$ cat src/rtl/zcre_pkg.sv
`timescale 1ns / 1ps
`default_nettype none

package zcre_pkg;

    localparam int unsigned MAX_BINS_DEF = 4096;
    localparam int unsigned SUM_W        = 44;
    localparam int unsigned CNT_W        = 32;
    localparam int unsigned STAMP_W      = 64;
    localparam int unsigned FRAC_W       = 30;   // log2 fraction bits
    localparam int unsigned EXP_W        = 6;    // floor(log2) of a 44-bit value
    localparam int unsigned LOG_W        = EXP_W + FRAC_W;
    localparam int unsigned MANT_W       = 32;   // Q1.31 mantissa
    localparam int unsigned QUO_W        = 63;   // floor(2^62 / x)
    localparam int unsigned SQ_W         = 64;
    localparam int unsigned OUT_W        = 32;
    localparam int unsigned ITER_W       = 6;

    localparam logic [27:0] LN2_Q28 = 28'd186065279;

    localparam logic [ITER_W-1:0] LOG_LAST  = ITER_W'(FRAC_W - 1);
    localparam logic [ITER_W-1:0] DIV_LAST  = ITER_W'(QUO_W - 1);
    localparam logic [ITER_W-1:0] SQRT_LAST = ITER_W'(SQ_W / 2 - 1);

    typedef enum logic [1:0] {
        ST_OK        = 2'd0,
        ST_NO_CHAN   = 2'd1,
        ST_ALL_FIRED = 2'd2
    } status_t;

    typedef enum logic [3:0] {
        S_IDLE,
        S_NORM_T,
        S_LOG_T,
        S_SAVE_LT,
        S_NORM_E,
        S_LOG_E,
        S_DIFF,
        S_MUL_LO,
        S_MUL_HI,
        S_DIV_E,
        S_SAVE_A,
        S_DIV_T,
        S_SQ_INIT,
        S_SQRT,
        S_EMIT
    } state_t;

    typedef struct packed {
        logic    accept;
        logic    norm_load;
        logic    sel_emp;
        logic    norm_step;
        logic    log_init;
        logic    log_step;
        logic    save_lt;
        logic    save_d;
        logic    mul_lo;
        logic    mul_hi;
        logic    div_init;
        logic    div_step;
        logic    div_first;
        logic    save_a;
        logic    sqrt_init;
        logic    sqrt_step;
        logic    emit;
        status_t code;
    } dp_cmd_t;

    typedef struct packed {
        logic zero_total;
        logic all_fired;
        logic norm_done;
    } dp_stat_t;

endpackage

`default_nettype wire

$ cat src/rtl/zcre_ctrl.sv
`timescale 1ns / 1ps
`default_nettype none

module zcre_ctrl
    import zcre_pkg::*;
(
    input  wire logic     clk,
    input  wire logic     rst_n,
    input  wire logic     start,
    input  wire logic     has_data,
    input  wire logic     last_bin,
    input  wire dp_stat_t stat,
    output dp_cmd_t       cmd,
    output logic          busy
);

    state_t              state_reg, state_next;
    logic [ITER_W-1:0]   cnt_reg, cnt_next;

    always_ff @(posedge clk or negedge rst_n)
    begin
        if (!rst_n)
        begin
            state_reg <= S_IDLE;
            cnt_reg   <= '0;
        end
        else
        begin
            state_reg <= state_next;
            cnt_reg   <= cnt_next;
        end
    end

    assign cnt_next = (state_next != state_reg) ? '0 : cnt_reg + 1'b1;

    // next state
    always_comb
    begin
        state_next = state_reg;
        unique case (state_reg)
            S_IDLE:
            begin
                if (start && last_bin && has_data && !stat.zero_total && !stat.all_fired)
                    state_next = S_NORM_T;
            end
            S_NORM_T:  if (stat.norm_done) state_next = S_LOG_T;
            S_LOG_T:   if (cnt_reg == LOG_LAST) state_next = S_SAVE_LT;
            S_SAVE_LT: state_next = S_NORM_E;
            S_NORM_E:  if (stat.norm_done) state_next = S_LOG_E;
            S_LOG_E:   if (cnt_reg == LOG_LAST) state_next = S_DIFF;
            S_DIFF:    state_next = S_MUL_LO;
            S_MUL_LO:  state_next = S_MUL_HI;
            S_MUL_HI:  state_next = S_DIV_E;
            S_DIV_E:   if (cnt_reg == DIV_LAST) state_next = S_SAVE_A;
            S_SAVE_A:  state_next = S_DIV_T;
            S_DIV_T:   if (cnt_reg == DIV_LAST) state_next = S_SQ_INIT;
            S_SQ_INIT: state_next = S_SQRT;
            S_SQRT:    if (cnt_reg == SQRT_LAST) state_next = S_EMIT;
            S_EMIT:    state_next = S_IDLE;
            default:   state_next = S_IDLE;
        endcase
    end

    // outputs
    always_comb
    begin
        cmd  = '0;
        cmd.code = ST_OK;
        busy = (state_reg != S_IDLE);
        unique case (state_reg)
            S_IDLE:
            begin
                cmd.accept = start;
                if (start && last_bin && has_data)
                begin
                    priority if (stat.zero_total)
                    begin
                        cmd.emit = 1'b1;
                        cmd.code = ST_NO_CHAN;
                    end
                    else if (stat.all_fired)
                    begin
                        cmd.emit = 1'b1;
                        cmd.code = ST_ALL_FIRED;
                    end
                    else
                        cmd.norm_load = 1'b1;
                end
            end
            S_NORM_T, S_NORM_E:
            begin
                if (stat.norm_done) cmd.log_init = 1'b1;
                else                cmd.norm_step = 1'b1;
            end
            S_LOG_T, S_LOG_E: cmd.log_step = 1'b1;
            S_SAVE_LT:
            begin
                cmd.save_lt   = 1'b1;
                cmd.norm_load = 1'b1;
                cmd.sel_emp   = 1'b1;
            end
            S_DIFF:   cmd.save_d = 1'b1;
            S_MUL_LO: cmd.mul_lo = 1'b1;
            S_MUL_HI:
            begin
                cmd.mul_hi   = 1'b1;
                cmd.div_init = 1'b1;
                cmd.sel_emp  = 1'b1;
            end
            S_DIV_E, S_DIV_T:
            begin
                cmd.div_step  = 1'b1;
                cmd.div_first = (cnt_reg == '0);
            end
            S_SAVE_A:
            begin
                cmd.save_a   = 1'b1;
                cmd.div_init = 1'b1;
            end
            S_SQ_INIT: cmd.sqrt_init = 1'b1;
            S_SQRT:    cmd.sqrt_step = 1'b1;
            S_EMIT:    cmd.emit = 1'b1;
            default:   cmd = '0;
        endcase
    end

endmodule

`default_nettype wire

$ cat config.mk
export PLATFORM = sky130hd
export DESIGN_NAME = zcre_ctrl
export DESIGN_NICKNAME = d
export VERILOG_FILES = /design/src/rtl/zcre_pkg.sv /design/src/rtl/zcre_ctrl.sv
export SDC_FILE = /design/constraint.sdc
export NUM_CORES = 1
export LEC_CHECK = 0
export BUFFER_PORTS_ARGS = -buffer_cell sky130_fd_sc_hd__buf_2
export CAP_MARGIN = 20
export CELL_PAD_IN_SITES_DETAIL_PLACEMENT = 0
export CELL_PAD_IN_SITES_GLOBAL_PLACEMENT = 1
export CORE_MARGIN = 4
export CORE_UTILIZATION = 39
export CTS_CLUSTER_SIZE = 24
export DETAILED_ROUTE_END_ITERATION = 12
export GPL_ROUTABILITY_DRIVEN = 0
export PLACE_DENSITY_LB_ADDON = 0.1
export SLEW_MARGIN = 30
export SYNTH_ARGS = -nofsm -noshare
export SYNTH_HDL_FRONTEND = slang
export SYNTH_SLANG_ARGS = --single-unit
$ cat constraint.sdc
create_clock -name clk -period 5.62 [get_ports clk]
set_input_delay 0.562 -clock clk [delete_from_list [all_inputs] [get_ports clk]]
set_output_delay 0.562 -clock clk [all_outputs]
set_load 0.02 [all_outputs]
# Word-level counts from Yosys, hierarchy flattened

Index checks and enable logic that the tools add are counted.

Reduce and logical (&&, ||, !) cells: 14
Eq/ne operators: 18
Mux-type cells: 34
$add $sub $neg: 1

Operators by type and width:

| operator                                                               | count |
|---|---|
| 4-bit case mux with 14 select lines                                    | 1 |
| 4-bit two-way mux                                                      | 8 |
| 4-bit equality test (second input constant)                            | 7 |
| 4-bit by 3-bit equality test with 1-bit output (second input constant) | 4 |
| 1-bit two-way mux                                                      | 16 |
| 6-bit by 5-bit equality test with 1-bit output (second input constant) | 2 |
| 2-bit OR reduction                                                     | 5 |
| 3-bit two-way mux                                                      | 3 |
| 4-bit by 2-bit equality test with 1-bit output (second input constant) | 2 |
| 6-bit by 1-bit adder with 6-bit output (second input constant)         | 1 |
| 6-bit equality test (second input constant)                            | 1 |
| 6-bit zero test                                                        | 1 |
| 2-bit two-way mux                                                      | 3 |
| 6-bit two-way mux                                                      | 1 |
| 4-bit by 1-bit equality test with 1-bit output (second input constant) | 1 |
| 1-bit logical AND                                                      | 4 |
| 4-bit zero test                                                        | 1 |
| 4-bit inequality test                                                  | 1 |
| 1-bit case mux with 2 select lines                                     | 2 |
| 4-bit nonzero test                                                     | 1 |
| 1-bit zero test                                                        | 2 |

Input bits: 8
Flip-flop bits (word level): 10
Word-level logic and storage cells: 69

# Logic depth before layout (Yosys ltp)

Depth in word-level cells: 8
Depth in mapped cells: 8
Depth with buffers taken out: 7

# Worst setup path after synthesis

Ideal clock, no wire load.

Kind: register to output
From: register state_reg[0]
To: output cmd[1] (netlist bit)
Stages on the path, launching flop included: 5
Arrival: 1655 ps
Setup slack: 3403 ps
Buffers on the path: 1
Path through: dfrtp_1 buf_4 nor4_1 nand4_1 nor3b_1

RTL lines:

| element                | RTL line        | source |
|---|---|---|
| start, declared        | zcre_ctrl.sv:17 | `state_t state_reg, state_next;` |
| start signal, assigned | zcre_ctrl.sv:29 | `state_reg <= state_next;` |
| end, declared          | zcre_ctrl.sv:13 | `output dp_cmd_t cmd,` |

==> results by stage <==
Critical path:
- In this run the critical register-to-register path is captured at cnt_reg[4].
- STA classifies the critical path endpoint as an output pin.
- The classification of the worst setup path is reg -> out.
- The critical path goes through nor4_1 > nand4_1 > nor3_1 > or2_2 > buf_2.
- In this run the worst path has a maximum fanout of 14.
- The required time at the worst-slack endpoint is 5.06 ns.
- On the critical path, the stage with the largest delay is an instance of sky130_fd_sc_hd__dfrtp_1.
- In this design, the stage delay of the slowest critical-path cell is 0.52 ns.
- The origin of the critical flop-to-flop path is state_reg[0].
- Measured in cells, the most critical reg-to-reg path has a length of 4.
- At the worst endpoint, the arrival time is 2.15 ns.
- The worst setup slack for register-to-register paths is 3.37 ns.
- The worst setup path is launched from a register.

Yosys:
- After synthesis, the cell types taking the most area are sky130_fd_sc_hd__dfrtp_1 27%, sky130_fd_sc_hd__a211oi_2 8.2%, sky130_fd_sc_hd__ha_1 5.5%.
- Counting flops with a built-in enable in the synthesized netlist gives 0.
- The post-synth net total is 121.
- After synthesis, the largest area contributor takes up 27.4% of total cell area.
- The synthesized flop and latch total is 10.
- The average instance area after synthesis is 8.38 um^2.
- The top flip-flop cell by instance count after synthesis is sky130_fd_sc_hd__dfrtp_1.
- The number of distinct standard cells referenced by the synthesized netlist is 43.
- The warning count from the yosys run is 0.
- The biggest area contributor in the post-synthesis netlist is sky130_fd_sc_hd__dfrtp_1.
- Sequential cells were found to cover 27.4% of the synthesized design area.
- The mapped netlist covers 913 um^2.
- The commonest cells after synthesis are 13 x sky130_fd_sc_hd__nor2_1, 10 x sky130_fd_sc_hd__dfrtp_1.
- The library cell with the highest instance count after synthesis is sky130_fd_sc_hd__nor2_1.
- The share of flip-flops with an asynchronous set or reset is 100%.
- After technology mapping, the gate count stands at 109.

GRT:
- The total global routing track utilization is 15.0%.
- The via count of the first global-routing pass is 820.
- The initial antenna violation count is 0.
- The global-route congestion overflow total is 0.
- Entering global routing, the biggest net connects 18 pins.
- The first global-routing pass estimated 3840 um of wire.

Clocking:
- The TritonCTS clock tree is built.
- After clock tree synthesis, the clock-pin slew on the worst setup and hold paths is 0.07 ns.
- The CTS root buffer is sky130_fd_sc_hd__clkbuf_4.
- Buffers inserted to repair hold after CTS numbered 0.
- Buffers inserted during clock tree synthesis total 3.
- Post-CTS repair changed the size of 0 cells.
- The later pin in the worst-skew pair is clocked with a latency of 0.27 ns.
- In this run the post-CTS setup repair buffer count came out at 0.
- No sink is reached through more buffers than the 2 on the longest clock path.
- The clock net sink count is 10.
- CTS built an H-tree with a depth of 1.

Floorplan:
- The initialized floorplan defines 17 standard-cell rows.
- The floorplan step set the die height to 56.4 um.
- The total I/O pin count is 28.
- The die is 56.4 um wide.
- The core area is 2210 um^2.
- The die covers 3180 um^2.
- The initial utilization of the core area, before any placement, comes to 41.3%.

STA:
- The count of endpoints failing setup in the final report is 0.
- Hold is met by 0.145 ns.
- The minimum clock period after layout is 2.71 ns.
- The final sum of negative setup slack is 0 ns.
- The worst path meets setup with 2.91 ns of slack.
- The worst clock skew is 0.00297 ns.
- For the pin with the worst max-slew slack, the measured transition is 0.473 ns.
- Setup repair after global routing left no endpoint under its margin.
- The portion of the clock cycle consumed by the worst path in the final layout is 48.2%.
- The final hold violation count was 0.
- The fmax is 369 MHz.
- The number of max-slew violations in the final report is 0.
- The tightest slew margin relative to the limit is 68.2%.

Route:
- The count of unresolved DRC violations after routing is 0.
- The number of DRC markers after the initial detailed-route iteration is 17.
- Wires add up to 2190 um.
- The count of TritonRoute iterations in the first routing pass is 4.
- Dividing the detail-routed wire length by the instance count gives 13.6 um.
- Dividing the detail-routed via count by the number of cells gives 5.27.
- Once detail routing completed, the nets flagged for antenna violations numbered 0.
- The via total after detailed routing is 849.

Cells and area:
- The number of nets in the finished design is 146.
- Cells with a size suffix above 1 make up 33.1% of the layout.
- The number of antenna diodes in the final layout is 0.
- The area growth from synthesis to layout is 17.5%.
- The register with the most flip-flops in the layout has 6 of them.

Power:
- The ratio of total power to cell area is 335 nW/um^2.
- Internal power comes to 206 uW.
- VDD sags by at most 210 uV.
- The switching power of the nets is 153 uW.
- The proportion of power drawn by the clock network is 18.1%.
- Of the total power, combinational logic draws 45.1%.
- The leakage power is 0.539 nW.
- The sequential fraction of design power is 36.8%.
- Of the total power, the share spent switching nets is 42.5%.

Job:
- The number of max-capacitance violations reported is 0.

Outcome:
- The flow ran to the end, and the final reports show no timing, DRC or antenna violations.

Placed design:
- Port buffering added 27 buffers.
- The detailed placement HPWL is 1680 um.
- Timing analysis after detailed placement gives a worst setup slack of 3.21 ns.

Min path:
- The class of the worst hold path is in -> async.
[how the worst max path moves through the flow]
stage,startpoint,end,slack (ns)
2_1_floorplan,state_reg[0],cmd[1],3.40
3_3_place_gp,state_reg[1],cmd[17],3.29
3_5_place_dp,state_reg[1],cmd[17],3.21
4_1_cts,state_reg[1],cmd[17],2.90
5_1_grt,state_reg[2],cmd[17],2.74
6_report,state_reg[1],cmd[17],2.91
[power groups by stage]
stage | Combinational [mW] | Clock [mW] | Sequential, mW
global route | 0.183 | 0.0744 | 0.137
floorplan | 0.150 | 0 | 0.116
CTS | 0.165 | 0.0672 | 0.132
detailed placement | 0.164 | 0 | 0.133
global placement | 0.164 | 0 | 0.132
finish | 0.162 | 0.0651 | 0.132
[layer usage]
layer | vias to the layer above | track usage, % | wire (um)
li1 | 428 | - | -
met1 | 397 | 20.0 | 1040
met2 | 22 | 23.7 | 1020
met3 | 2 | 4.83 | 114
met4 | 0 | 3.05 | 11
met5 | - | 0 | 0
[layout by cell type, fill, tap and decap left out, drive strengths merged, types with 2 or more instances in the layout]
master / Yosys / final
and2: 2 / 2
clkbuf: 3 / 4
dfrtp: 10 / 10
inv: 6 / 6
ha: 4 / 4
mux2: 2 / 2
o22ai: 2 / 2
nor4: 2 / 2
nand3: 6 / 6
buf: 4 / 27
o21ai: 2 / 2
nand2b: 6 / 6
nor2: 13 / 13
and3: 2 / 2
xnor2: 3 / 3
nand2: 6 / 6
a21o: 2 / 2
a211oi: 7 / 7
or2: 2 / 2
nor3: 5 / 5
xor2: 3 / 3
nand4: 2 / 2
[worst max-delay path: cells and delay by family, from the launching register on]
kind	cells	cell delay, ns
buffers and inverters	1	0.15
flip-flops	1	0.52
AND/OR/NAND/NOR	4	1.21
[area by class of cell]
cell class                      instances  area [um^2]
Fill cell                             237         1140
Multi-Input combinational cell         85          591
Sequential cell                        10          250
Timing Repair Buffer                   27          135
Clock buffer                            4         36.3
Tap cell                               28         35.0
Inverter                                7         26.3
[kinds of logic after synthesis]
family	count (synthesis)	share of synthesized area, %
adders and majority gates	4	5.48
and+or+nand+nor	53	31.6
AOI/OAI and AO/OA	20	18.9
xor gates and xnor gates	6	5.75
DFF	10	27.4
muxes	2	2.88
buffers and inverters	14	7.94
[metrics by stage]
stage               instances  total power, mW  instance area, um^2  util, %
floorplan                 109            0.266                  913        -
global placement          157            0.297                 1040     46.9
detailed placement        157            0.298                 1040     46.9
CTS                       161            0.364                 1070     48.5
global route              161            0.395                 1070     48.5
finish                    161            0.359                 1070     48.5
Power figures use the tool's default switching activity.
